## src/design/sba_pkg.sv

```systemverilog
package sba_pkg;

    localparam int unsigned HEADER_BYTES      = 8;
    localparam int unsigned HEADER_ALIGN      = 8;
    localparam int unsigned HEADER_ALIGN_LOG2 = 3;
    localparam int unsigned MAX_ALIGN         = 4096;

    typedef enum logic [2:0] {
        OP_ALLOC  = 3'd0,
        OP_GROW   = 3'd1,
        OP_SHRINK = 3'd2,
        OP_FREE   = 3'd3,
        OP_RESET  = 3'd4
    } t_opcode;

    typedef enum logic [1:0] {
        ST_OK      = 2'd0,
        ST_INVALID = 2'd1,
        ST_NOMEM   = 2'd2
    } t_status;

    typedef struct packed {
        logic [2:0]  opcode;
        logic        old_present;
        logic [15:0] block_offset;
        logic [16:0] old_length;
        logic [16:0] new_size;
        logic [12:0] alignment;
    } t_req;

    typedef struct packed {
        t_status     status;
        logic [15:0] result_offset;
        logic [16:0] result_length;
        logic        copy_needed;
        logic [16:0] copy_length;
        logic [16:0] fill_level;
    } t_rsp;

endpackage

```

## src/design/sba_core.sv

```systemverilog
module sba_core #(
    parameter int unsigned ADDR_W = 13
) (
    input  sba_pkg::t_req       i_req,
    input  logic [16:0]         i_used,
    input  logic [16:0]         i_buf_len,
    input  logic [16:0]         i_hdr_level,
    output sba_pkg::t_rsp       o_rsp,
    output logic [16:0]         o_next_used,
    output logic                o_hdr_we,
    output logic [ADDR_W-1:0]   o_hdr_addr,
    output logic [16:0]         o_hdr_data
);

    logic [12:0]     align_eff;
    logic            align_bad;
    logic [12:0]     round_to;
    logic [17:0]     start_raw;
    logic [17:0]     start;
    logic [18:0]     alloc_end;
    logic            alloc_fits;
    sba_pkg::t_status alloc_status;
    logic            at_top;
    logic [17:0]     resize_end;
    logic            resize_fits;
    logic [16:0]     copy_min;
    logic            take_alloc;
    logic [16:0]     copy_len;
    logic [16:0]     next_used;

    assign align_eff = (i_req.alignment == 13'd0) ? 13'd1 : i_req.alignment;
    assign align_bad = ((align_eff & (align_eff - 13'd1)) != 13'd0)
                     || ({4'd0, align_eff} > 17'(sba_pkg::MAX_ALIGN));
    assign round_to  = (align_eff > 13'(sba_pkg::HEADER_ALIGN))
                     ? align_eff : 13'(sba_pkg::HEADER_ALIGN);
    assign start_raw = {1'b0, i_used} + 18'(sba_pkg::HEADER_BYTES)
                     + {5'd0, round_to} - 18'd1;
    assign start     = start_raw & ~{5'd0, round_to - 13'd1};
    assign alloc_end = {1'b0, start} + {2'd0, i_req.new_size};
    assign alloc_fits = alloc_end <= {2'd0, i_buf_len};

    always_comb begin
        if (i_req.new_size == 17'd0 || align_bad) begin
            alloc_status = sba_pkg::ST_INVALID;
        end else if (!alloc_fits) begin
            alloc_status = sba_pkg::ST_NOMEM;
        end else begin
            alloc_status = sba_pkg::ST_OK;
        end
    end

    assign at_top = i_req.old_present
                  && ({2'd0, i_req.block_offset} + {1'b0, i_req.old_length}
                      == {1'b0, i_used});
    // at the top the old fill level minus the old length is the block offset
    assign resize_end  = {2'd0, i_req.block_offset} + {1'b0, i_req.new_size};
    assign resize_fits = resize_end <= {1'b0, i_buf_len};
    assign copy_min    = (i_req.new_size < i_req.old_length)
                       ? i_req.new_size : i_req.old_length;

    assign o_hdr_addr = ADDR_W'((start - 18'(sba_pkg::HEADER_BYTES))
                               >> sba_pkg::HEADER_ALIGN_LOG2);
    assign o_hdr_data = i_used;

    always_comb begin
        take_alloc              = 1'b0;
        copy_len                = 17'd0;
        next_used               = i_used;
        o_hdr_we                = 1'b0;
        o_rsp.status            = sba_pkg::ST_OK;
        o_rsp.result_offset     = 16'd0;
        o_rsp.result_length     = 17'd0;
        o_rsp.copy_needed       = 1'b0;
        o_rsp.copy_length       = 17'd0;
        case (i_req.opcode)
            sba_pkg::OP_ALLOC: begin
                take_alloc = 1'b1;
            end
            sba_pkg::OP_GROW: begin
                if (at_top && resize_fits) begin
                    next_used           = resize_end[16:0];
                    o_rsp.result_offset = i_req.block_offset;
                    o_rsp.result_length = i_req.new_size;
                end else begin
                    take_alloc = 1'b1;
                    copy_len   = i_req.old_present ? i_req.old_length : 17'd0;
                end
            end
            sba_pkg::OP_SHRINK: begin
                if (!i_req.old_present) begin
                    o_rsp.status = sba_pkg::ST_INVALID;
                end else if (at_top) begin
                    if (!resize_fits) begin
                        o_rsp.status = sba_pkg::ST_NOMEM;
                    end else begin
                        next_used           = resize_end[16:0];
                        o_rsp.result_offset = i_req.block_offset;
                        o_rsp.result_length = i_req.new_size;
                    end
                end else begin
                    take_alloc = 1'b1;
                    copy_len   = copy_min;
                end
            end
            sba_pkg::OP_FREE: begin
                if (at_top) begin
                    next_used = (i_req.block_offset < 16'(sba_pkg::HEADER_BYTES))
                              ? 17'd0 : i_hdr_level;
                end
            end
            sba_pkg::OP_RESET: begin
                next_used = 17'd0;
            end
            default: begin
                o_rsp.status = sba_pkg::ST_INVALID;
            end
        endcase
        if (take_alloc) begin
            if (alloc_status != sba_pkg::ST_OK) begin
                o_rsp.status = alloc_status;
            end else begin
                o_hdr_we            = 1'b1;
                next_used           = alloc_end[16:0];
                o_rsp.result_offset = start[15:0];
                o_rsp.result_length = i_req.new_size;
                o_rsp.copy_length   = copy_len;
                o_rsp.copy_needed   = copy_len != 17'd0;
            end
        end
        o_rsp.fill_level = next_used;
        o_next_used      = next_used;
    end

endmodule
```

## config.mk

```make
export PLATFORM = sky130hd
export DESIGN_NAME = sba_core
export DESIGN_NICKNAME = d
export VERILOG_FILES = /design/src/design/sba_pkg.sv /design/src/design/sba_core.sv
export SDC_FILE = /design/constraint.sdc
export NUM_CORES = 1
export LEC_CHECK = 0
export ABC_CLOCK_PERIOD_IN_PS = 10600
export BUFFER_PORTS_ARGS = -buffer_cell sky130_fd_sc_hd__buf_4
export CAP_MARGIN = 10
export CELL_PAD_IN_SITES_DETAIL_PLACEMENT = 1
export CELL_PAD_IN_SITES_GLOBAL_PLACEMENT = 1
export CORE_MARGIN = 1.5
export CORE_UTILIZATION = 34
export DETAILED_ROUTE_END_ITERATION = 6
export GPL_ROUTABILITY_DRIVEN = 1
export GPL_TIMING_DRIVEN = 0
export PLACE_DENSITY_LB_ADDON = 0.2
export SETUP_SLACK_MARGIN = 0.2
export SYNTH_ARGS = -nofsm -noshare
export SYNTH_HDL_FRONTEND = slang
export SYNTH_SLANG_ARGS = --single-unit
```

## constraint.sdc

```tcl
create_clock -name vclk -period 10.6
set_input_delay 2.12 -clock vclk [all_inputs]
set_output_delay 2.12 -clock vclk [all_outputs]
set_load 0.005 [all_outputs]
```

=== Word-level counts from Yosys, hierarchy flattened ===
Cells that the tools add are included.

* Add/sub/neg operators: 9
* $mul: 0
* Divide/modulo/power cells: 0
* Order comparisons: 6
* Equality and inequality tests: 5
* Shift-type cells: 0
* Mux-type cells: 36
* Bitwise gates (word level): 3
* Reductions and logical operators: 11

{| class="wikitable"
|+ Operator list
! kind !! number
|-
| $mux 17 || 13
|-
| $mux 33 || 3
|-
| $pmux 17 s4 || 1
|-
| $pmux 33 s2 || 1
|-
| $mux 53 || 1
|-
| $mux 51 || 1
|-
| $add 16x17->18 || 2
|-
| $mux 35 || 1
|-
| $pmux 17 s2 || 1
|-
| $mux 13 || 2
|-
| $sub 13x1->13 const B || 2
|-
| $add 18x17->19 || 1
|-
| $le 19x17->1 || 1
|-
| $add 17x4->18 const B || 1
|-
| $add 18x13->18 || 1
|-
| $and 18x18->18 || 1
|-
| $eq 18x17->1 || 1
|-
| $le 18x17->1 || 1
|-
| $not 13->18 || 1
|-
| $sub 18x1->18 const B || 1
|-
| $logic_not 17->1 || 1
|-
| $lt 17x17->1 || 1
|-
| $reduce_bool 17->1 || 1
|-
| $lt 16x4->1 const B || 1
|-
| 18 further kinds || 29
|}

* Register bits: 0
* Latch bits: 0
* Memory bits (writable): 0
* Memory bits (read-only): 0
* Input port bits: 118
* Output and inout bits: 118
* Logic and storage cells: 70
* Memories: 0

=== Longest topological paths before layout ===
Gate-level depths: netlist of run 1.

* Depth in word-level cells: 14
* Mapped depth: 36
* Mapped depth without buffers: 34

=== Least setup slack after synthesis of run 1 ===
Ideal clock, no wire load.

* Path type: input to output
* Start point: input port i_req[9] in the netlist's numbering
* End point: output port o_rsp[16] in the netlist's numbering
* Arrival: 8.659 ns
* Required time: 8.480 ns
* Setup slack: -0.179 ns
* Stages: 34
* Buffers on the path: 3
* Cell sequence: buf_2 > nor4_1 > nand4_1 > o21a_1 > or2_2 > ha_1 > inv_1 > fa_1 > nor2b_1 > o31a_1 > o21a_1 > o21a_1 > a2111oi_2 > ha_1 > o21a_1 > o211ai_1 > o21bai_1 > a31oi_1 > o41ai_1 > xnor2_1 > inv_1 > ha_1 > nand4_1 > nor2_1 > nor2_1 > o311ai_0 > o2111ai_1 > nand3_1 > nor2b_1 > o21ai_0 > a2111o_1 > buf_4 > mux2_2 > buf_4

* Longest elaborated chain between the ends: 14
* Elaborated cells on any way between the ends: 22
* Those cells by class: add/sub (5); order compare (3); mux (6); bitwise (3); reduce/logical (5)

{| class="wikitable"
|+ Ends and longest elaborated chain
! what !! RTL line !! source
|-
| start, declared || sba_core.sv:4 || <nowiki>input sba_pkg::t_req i_req,</nowiki>
|-
| $logic_not 13->1 || sba_core.sv:31 || <nowiki>assign align_eff = (i_req.alignment == 13'd0) ? 13'd1 : i_req.alignment;</nowiki>
|-
| $mux 13 (*) || sba_core.sv:31 ||
|-
| $gt 13x4->1 || sba_core.sv:34 || <nowiki>assign round_to = (align_eff > 13'(sba_pkg::HEADER_ALIGN))</nowiki>
|-
| $mux 13 || sba_core.sv:35 || <nowiki>? align_eff : 13'(sba_pkg::HEADER_ALIGN);</nowiki>
|-
| $add 18x13->18 / $sub 13x1->13 (equally long branches) || sba_core.sv:37, sba_core.sv:38 ||
|-
| $sub 18x1->18 / $not 13->18 (equally long branches) || sba_core.sv:37, sba_core.sv:38 ||
|-
| $and 18x18->18 || sba_core.sv:38 || <nowiki>assign start = start_raw & ~{5'd0, round_to - 13'd1};</nowiki>
|-
| $add 18x17->19 || sba_core.sv:39 || <nowiki>assign alloc_end = {1'b0, start} + {2'd0, i_req.new_size};</nowiki>
|-
| $le 19x17->1 || sba_core.sv:40 || <nowiki>assign alloc_fits = alloc_end <= {2'd0, i_buf_len};</nowiki>
|-
| $mux 2 || sba_core.sv:45 || <nowiki>end else if (!alloc_fits) begin</nowiki>
|-
| $mux 2 || sba_core.sv:43 || <nowiki>if (i_req.new_size == 17'd0 || align_bad) begin</nowiki>
|-
| $reduce_bool 2->1 || sba_core.sv:119 || <nowiki>if (alloc_status != sba_pkg::ST_OK) begin</nowiki>
|-
| $mux 17 (*) || sba_core.sv:119 ||
|-
| $mux 17 (*) || sba_core.sv:118 || <nowiki>if (take_alloc) begin</nowiki>
|-
| end, declared || sba_core.sv:8 || <nowiki>output sba_pkg::t_rsp o_rsp,</nowiki>
|}

Every way passes the cells marked *; elsewhere a longest branch is shown, timed or not.

==> results of run 1 <==
cell type report:
class                           instances  area, um^2
Fill cell                            2664       10400
Multi-Input combinational cell        859        7100
Timing Repair Buffer                  273        2200
Buffer                                 81         574
Tap cell                              275         344
Inverter                               79         304
metal layers:
layer / up-vias / global-route usage / part of all wire
met5: - / 0 / 0
met3: 57 / 0.0349 / 0.066
met2: 336 / 0.532 / 0.49
met1: 4530 / 0.379 / 0.41
met4: 0 / 0.0851 / 0.029
li1: 4317 / - / -
cells by family (layout without fill, tap and decap cells):
family / Yosys count / count (layout) / share of synthesized area
AO/OA/AOI/OAI: 308 / 308 / 0.304
XOR/XNOR: 72 / 72 / 0.0873
adder cells (fa/ha/maj): 131 / 131 / 0.231
buffers and inverters: 160 / 433 / 0.108
multiplexers: 23 / 23 / 0.0353
AND/OR/NAND/NOR: 325 / 325 / 0.235
what timing repair did:
action,in CTS,in global routing
resized for setup,117,96
setup buffers,27,13
pin swaps,36,47
gates cloned,2,2
endpoints found under the setup margin,86,86
metrics by stage:
| step | setup WS [ns] | utilization | cells | instance area, um^2 | power, W |
|---|---|---|---|---|---|
| floorplan | 0.200 | - | 1019 | 7250 | 0.000411 |
| global placement | -1.48 | 0.444 | 1523 | 9310 | 0.000635 |
| detailed placement | -1.62 | 0.444 | 1523 | 9310 | 0.000649 |
| CTS | -0.312 | 0.474 | 1552 | 9940 | 0.000707 |
| global route | -0.823 | 0.502 | 1567 | 10500 | 0.000817 |
| finish | -0.477 | 0.502 | 1567 | 10500 | 0.000755 |
report_power, final:
group / switching [W] / leakage, nW / internal [W]
combinational: 0.000420 / 4.84 / 0.000335
sequential: 0 / 0 / 0
clock: 0 / 0 / 0
total: 0.000420 / 4.84 / 0.000335
cell usage after synthesis, types with 17 or more instances:
master / instances
sky130_fd_sc_hd__a21boi_0: 19
sky130_fd_sc_hd__nand3_1: 28
sky130_fd_sc_hd__a21o_1: 21
sky130_fd_sc_hd__o21ai_0: 49
sky130_fd_sc_hd__xor2_1: 27
sky130_fd_sc_hd__nand2b_1: 17
sky130_fd_sc_hd__inv_1: 78
sky130_fd_sc_hd__clkbuf_1: 24
sky130_fd_sc_hd__xnor2_1: 45
sky130_fd_sc_hd__nand4_1: 24
sky130_fd_sc_hd__nand2_1: 60
sky130_fd_sc_hd__a21oi_1: 65
sky130_fd_sc_hd__ha_1: 126
sky130_fd_sc_hd__nor4_1: 21
sky130_fd_sc_hd__buf_4: 40
sky130_fd_sc_hd__a32oi_1: 18
sky130_fd_sc_hd__nor2_1: 79
sky130_fd_sc_hd__nor3_1: 28
worst min path at each step:
stage          startpoint             end  cells after the start
2_1_floorplan   i_used[0]   o_hdr_data[0]                      1
6_report       i_used[14]  o_hdr_data[14]                      2
3_5_place_dp   i_used[16]  o_hdr_data[16]                      2
5_1_grt        i_used[14]  o_hdr_data[14]                      2
4_1_cts        i_used[16]  o_hdr_data[16]                      2
3_3_place_gp   i_used[16]  o_hdr_data[16]                      2
==> metrics, run 1 <==
status=finished, violations left; failing checks=negative setup slack; most common cell after layout, fill and taps aside=sky130_fd_sc_hd__buf_4; P per Cell Area=71.8 mW/mm^2; Seq/Total Area, Yosys=0; last element of the critical path=o_rsp[32]; leading post-synthesis cells by cell area=sky130_fd_sc_hd__ha_1 22%, sky130_fd_sc_hd__xnor2_1 5.5%, sky130_fd_sc_hd__a21oi_1 4.5%; Final #Nets=1,542; number of instances in the synthesized netlist=1,019; type of element capturing the critical path=output port; Seq cells=0; Sum Neg Setup Slack=-29.51 ns; largest stage delay on the critical path=0.49 ns; number of iterations in the first detailed-routing pass=5; unique cell type count in the Yosys netlist=79; total buffers and inverters traversed by the critical path=11; total global routing track utilization=0.299; post-synthesis cell type with the largest combined area=sky130_fd_sc_hd__ha_1; commonest non-fill, non-tap cells in the layout=281 x sky130_fd_sc_hd__buf_4, 121 x sky130_fd_sc_hd__ha_1, 75 x sky130_fd_sc_hd__inv_1; CORE AREA=0.0210 mm^2; slowest CP cell=sky130_fd_sc_hd__a2111o_1; minimum setup slack in the final design=-0.477 ns; final antenna-violating net count=0; diode insertion count for antenna repair=0; io pins=236; final count of negative-setup-slack endpoints=85; maximum number of pins on one net before global-route repair=11; global-route wire length before repair=51,000 um; Least-Margin Pin Slew=1.05 ns; area used by sequential logic in the layout=0 um^2; total wire length=36,000 um; kind of critical path=input port to output port; die area=0.0221 mm^2; final cycle utilization of the critical path=1.05; number of vias in the routed layout=9,240; effective utilization at floorplan=0.345; Syn. warnings=0; setup repair after global routing missed its margin=true; Max Clock Freq=90.3 MHz; initial antenna violation count=1; hold bufs inserted after CTS=0; post-synthesis instance area=0.00723 mm^2; placed wire-length estimate after detailed placement=28,600 um; vias in the first global route=8,995; drt initial violations=514; class of the worst hold path=input port to output port; routed length per instance=23.0 um; CLK BUF=0; Worst Hold Slack=4.41 ns; max-slew violation count=0; Port Buf Inserts=229; WP data required=8.48 ns; Crit. Startpoint=i_req[7]; final weighted congestion in routability-driven placement=0.942; Tmin final=11.08 ns; Die Span Y=149 um; Syn Nets=1,267; proportion of layout cells with a drive suffix above 1=0.352; final number of hold-violating endpoints=0; Die Wd=149 um; total congestion overflow=0; crit start category=input port; largest voltage drop on the vdd net=0.0428 mV; data arrival at the endpoint of the critical path=8.96 ns; critical path's top delay family=compound AO/OA/AOI/OAI gates; Max Fanout on Critical Path=7; Via density=5.90; Syn Area/Cell=7.09 um^2; Static Leak=4.84 nW; number of cell rows=53; critical path depth=41; Remaining DRCs=0; fraction of synthesized cell area taken by the top area cell type=0.218; crit-path most repeated cell=sky130_fd_sc_hd__buf_4; tightest slew margin relative to the limit=0.292; max-capacitance violation count=0; Synth-to-Final Area Change=45.6%
No activity file was read; power rests on OpenSTA's default activity.
==> run 2: changes to the inputs <==
ABC_AREA = 1   (was not set)
CORE_UTILIZATION = 33   (was 34)
==> run 2 against run 1 <==
Net effect:
- the run still ends with negative setup slack left
- die area rose by 10%
- via count increased by 24%
- cell area increased by 23%
- fmax is 0.63% higher
- utilization rose by 6.2 points
- hold slack gained 0.11 ns
- synthesized cell count grew 37%
- highest routed layer unchanged
==> metrics, run 2 <==
CORE AREA=0.0228 mm^2; Die Span Y=156 um; max-slew violation count=0; Static Leak=6.50 nW; data arrival at the endpoint of the critical path=8.89 ns; post-synthesis instance area=0.00774 mm^2; total wire length=48,100 um; class of the worst hold path=input port to output port; total global routing track utilization=0.344; status=finished, violations left; Worst Hold Slack=4.52 ns; maximum number of pins on one net before global-route repair=11; Hold Crit Endpoint=o_hdr_data[4]; total congestion overflow=0; Max Fanout on Critical Path=4; routed length per instance=23.5 um; Via density=5.57; Max Clock Freq=90.8 MHz; P per Cell Area=78.0 mW/mm^2; initial antenna violation count=0; final count of negative-setup-slack endpoints=87; slowest CP cell=sky130_fd_sc_hd__fa_2; Syn. warnings=0; kind of critical path=input port to output port; Remaining DRCs=0; diode insertion count for antenna repair=0; type of element capturing the critical path=output port; most common cell after layout, fill and taps aside=sky130_fd_sc_hd__nand2_1; WP data required=8.48 ns; number of vias in the routed layout=11,417; die area=0.0244 mm^2; global-route wire length before repair=64,400 um; final cycle utilization of the critical path=1.04; Worst Hold Depth=3; Sum Neg Setup Slack=-24.48 ns; combinational cell fraction of total power=1.000; Clock Power Share=0; vias in the first global route=11,337; post-synthesis share of cell area spent on and, or, nand and nor gates=0.353; post-synthesis adder-cell area fraction=0.214; xor/xnor cell area share of the yosys netlist=0.0849; total net switching power=0.000589 W; portion of netlist area occupied by mux cells=0; portion of total power attributed to sequential cells=0; Syn Nets=1,649; number of instances in the synthesized netlist=1,401; final standard cell utilization of the core=0.564; post-placement setup slack=-1.69 ns; Seq cells=0; main combinational cell family by area after synthesis=simple AND/OR/NAND/NOR gates; complex-gate fraction of the synthesized area=0.174; drt initial violations=595; unique cell type count in the Yosys netlist=49; io pins=236; Port Buf Inserts=236; area used by sequential logic in the layout=0 um^2; largest voltage drop on the vdd net=0.0594 mV; Pwr Total=0.00100 W; Die Wd=156 um; proportion of layout cells with a drive suffix above 1=0.361; commonest non-fill, non-tap cells in the layout=335 x sky130_fd_sc_hd__nand2_1, 244 x sky130_fd_sc_hd__buf_4, 220 x sky130_fd_sc_hd__inv_1; leading post-synthesis cells by cell area=sky130_fd_sc_hd__ha_1 20%, sky130_fd_sc_hd__nand2_1 18%, sky130_fd_sc_hd__inv_1 12%; Seq/Total Area, Yosys=0; hold bufs inserted after CTS=0; Tmin final=11.01 ns; max-capacitance violation count=0; Least-Margin Pin Slew=0.686 ns; synth cell count leaders=361 x sky130_fd_sc_hd__nand2_1, 239 x sky130_fd_sc_hd__inv_1, 143 x sky130_fd_sc_hd__nor2_1; CLK BUF=0; final antenna-violating net count=0; tightest slew margin relative to the limit=0.539; effective utilization at floorplan=0.339; minimum setup slack in the final design=-0.408 ns; Final #Nets=1,985; final weighted congestion in routability-driven placement=0.982; number of cell rows=55; Synth-to-Final Area Change=66.6%; fraction of synthesized cell area taken by the top area cell type=0.204; final number of hold-violating endpoints=0; setup repair after global routing missed its margin=true; post-synthesis cell type with the largest combined area=sky130_fd_sc_hd__ha_1; failing checks=negative setup slack; most common cell in the netlist=sky130_fd_sc_hd__nand2_1; Worst Min Path Start=i_used[4]; Syn Area/Cell=5.52 um^2; Net Sw Frac=0.586; total internal power=0.000416 W; placed wire-length estimate after detailed placement=33,500 um; crit start category=input port; largest stage delay on the critical path=0.38 ns; number of iterations in the first detailed-routing pass=5
[run 2: final cells by class]
| type | count | area [um^2] |
|---|---|---|
| fill | 3004 | 9960 |
| multi-input combinational | 1092 | 7950 |
| inverter | 244 | 935 |
| timing repair buffer | 334 | 3060 |
| tap | 313 | 392 |
| buffer | 65 | 561 |
[run 2: cells by family (layout without fill, tap and decap cells)]
group | count (synthesis) | count (layout)
compound gates | 245 | 245
fa+ha+maj | 130 | 130
buf+inv | 309 | 643
simple gates | 642 | 642
xor+xnor | 75 | 75
[run 2: critical path, delay by kind of cell]
family / cells / cell delay (ns)
XOR/XNOR: 2 / 0.48
buffers and inverters: 13 / 1.39
AO/OA/AOI/OAI: 10 / 1.85
adder cells (fa/ha/maj): 5 / 1.33
AND/OR/NAND/NOR: 15 / 1.68
[run 2: routing by layer]
layer / GRT usage / vias to the layer above / wire, um
li1: - / 5166 / -
met1: 0.427 / 5531 / 19200
met2: 0.594 / 553 / 22700
met3: 0.0369 / 167 / 3220
met4: 0.159 / 0 / 2970
met5: 0 / - / 0
[run 2: how the worst max path moves through the flow]
| stage | cells past startpoint | startpoint | end | slack (ns) |
|---|---|---|---|---|
| global placement | 45 | i_req[5] | o_rsp[14] | -1.65 |
| CTS | 47 | i_req[10] | o_rsp[14] | 0.008 |
| global route | 45 | i_req[5] | o_rsp[10] | -0.51 |
| finish | 45 | i_req[5] | o_rsp[14] | -0.41 |
| detailed placement | 45 | i_req[5] | o_rsp[14] | -1.69 |
| floorplan | 45 | i_req[5] | o_rsp[12] | 0.41 |
[run 2: repair_timing]
action	CTS	global route
resized for setup	316	183
endpoints found under the setup margin	87	87
endpoints found under the hold margin	0	0
pin swaps	55	59
gates cloned	5	2
setup buffers	68	23
[run 2: power groups by stage]
stage | Combinational, W | Clock, W | Sequential [W]
floorplan | 0.000428 | 0 | 0
global placement | 0.000682 | 0 | 0
detailed placement | 0.000698 | 0 | 0
CTS | 0.000835 | 0 | 0
global route | 0.00107 | 0 | 0
finish | 0.00100 | 0 | 0
[run 2: through the flow]
stage                     cells  area (um^2)
after CTS                  2023        11800
after floorplan            1401         7740
after global placement     1950         9900
final                      2048        12900
after global routing       2048        12900
after detailed placement   1950         9900
==> run 3: changes to the inputs <==
BUFFER_PORTS_ARGS = -buffer_cell sky130_fd_sc_hd__clkbuf_2   (was -buffer_cell sky130_fd_sc_hd__buf_4)
SETUP_SLACK_MARGIN = 0.15   (was 0.2)
==> run 3 against run 2 <==
Net effect:
- the flow still finishes with violations (negative setup slack)
- critical path depth rose by 4
- first-iteration DRC count fell by 0.50%
- cell count down 1.0%
- via count is 4.3% lower
- hold slack better by 0.023 ns
- global-route usage decreased by 1.3 points
==> metrics, run 3 (synthesis results as in run 2) <==
CORE AREA=0.0228 mm^2; P per Cell Area=79.2 mW/mm^2; crit start category=input port; final antenna-violating net count=0; most common cell after layout, fill and taps aside=sky130_fd_sc_hd__nand2_1; Seq cells=0; Remaining DRCs=0; io pins=236; vias in the first global route=10,849; area of the multi-input gates=0.00753 mm^2; Worst Min Path Start=i_used[4]; proportion of layout cells with a drive suffix above 1=0.321; final cycle utilization of the critical path=1.02; WP data required=8.48 ns; type of element capturing the critical path=output port; largest stage delay on the critical path=0.36 ns; Via density=5.39; Die Span Y=156 um; setup repair after global routing missed its margin=true; total congestion overflow=0; Pwr Total=0.000905 W; failing checks=negative setup slack; number of iterations in the first detailed-routing pass=5; Sum Neg Setup Slack=-6.23 ns; total wire length=42,700 um; CLK BUF=0; post-placement setup slack=-1.86 ns; number of vias in the routed layout=10,929; routed length per instance=21.0 um; Die Wd=156 um; drt initial violations=592; slowest CP cell=sky130_fd_sc_hd__fa_2; Static Leak=6.14 nW; Least-Margin Pin Slew=0.594 ns; final weighted congestion in routability-driven placement=0.953; Max Clock Freq=92.8 MHz; fill cell instance count of the final layout=3,184; Crit. Startpoint=i_req[4]; tightest slew margin relative to the limit=0.600; commonest non-fill, non-tap cells in the layout=335 x sky130_fd_sc_hd__nand2_1, 219 x sky130_fd_sc_hd__inv_1, 199 x sky130_fd_sc_hd__clkbuf_2; initial antenna violation count=0; Tmin final=10.78 ns; max-slew violation count=0; total global routing track utilization=0.331; data arrival at the endpoint of the critical path=8.66 ns; Port Buf Inserts=236; kind of critical path=input port to output port; max-capacitance violation count=0; Final #Nets=1,964; global-route wire length before repair=61,600 um; largest voltage drop on the vdd net=0.0421 mV; number of cell rows=55; class of the worst hold path=input port to output port; placed wire-length estimate after detailed placement=33,100 um; die area=0.0244 mm^2; minimum setup slack in the final design=-0.180 ns; final number of hold-violating endpoints=0; final count of negative-setup-slack endpoints=77; maximum number of pins on one net before global-route repair=11; effective utilization at floorplan=0.339; Max Fanout on Critical Path=7; status=finished, violations left; Synth-to-Final Area Change=47.8%; diode insertion count for antenna repair=0; area used by sequential logic in the layout=0 um^2
run 3: final cells by class:
class                      instances  area share
multi-input combinational       1093       0.659
timing repair buffer             312       0.178
inverter                         244      0.0811
buffer                            65      0.0476
tap                              313      0.0342
run 3: final timing paths:
kind	endpoint	slack, ns	depth (start not counted)
max	o_rsp[52]	-0.18	49
min	o_hdr_data[4]	4.55	3
run 3: where the power goes:
| group | internal (W) | switching [W] |
|---|---|---|
| logic | 0.000358 | 0.000547 |
| clock network | 0 | 0 |
| registers | 0 | 0 |
| total | 0.000358 | 0.000547 |
run 3: metal layers:
metal / wire length, um / vias up / GRT usage
met4: 2310 / 0 / 0.154
met5: 0 / - / 0
met2: 19600 / 481 / 0.550
li1: - / 5135 / -
met3: 2700 / 107 / 0.0314
met1: 18000 / 5206 / 0.429
run 3: metrics by stage:
stage               cell area, um^2  utilization  hold WS, ns  instances
floorplan                      7740            -         4.31       1401
global placement               9310        0.408         4.53       1950
detailed placement             9310        0.408         4.55       1950
CTS                           10800        0.475         4.55       2005
global route                  11400        0.501         4.56       2027
finish                        11400        0.501         4.55       2027
run 3: timing repair:
| item | CTS | global route |
|---|---|---|
| gates resized for setup | 239 | 111 |
| hold buffers | 0 | 0 |
| buffers inserted | 50 | 21 |
| hold endpoints to repair | 0 | 0 |
| cloned | 5 | 1 |
| pin swaps | 56 | 55 |
| endpoints found under the setup margin | 87 | 87 |
run 3: critical path, delay by kind of cell:
kind            cells  cell delay [ns]
simple gates       22             2.27
buf+inv            13             1.51
fa+ha+maj           5             1.37
compound gates      8             1.21
xor+xnor            1             0.14
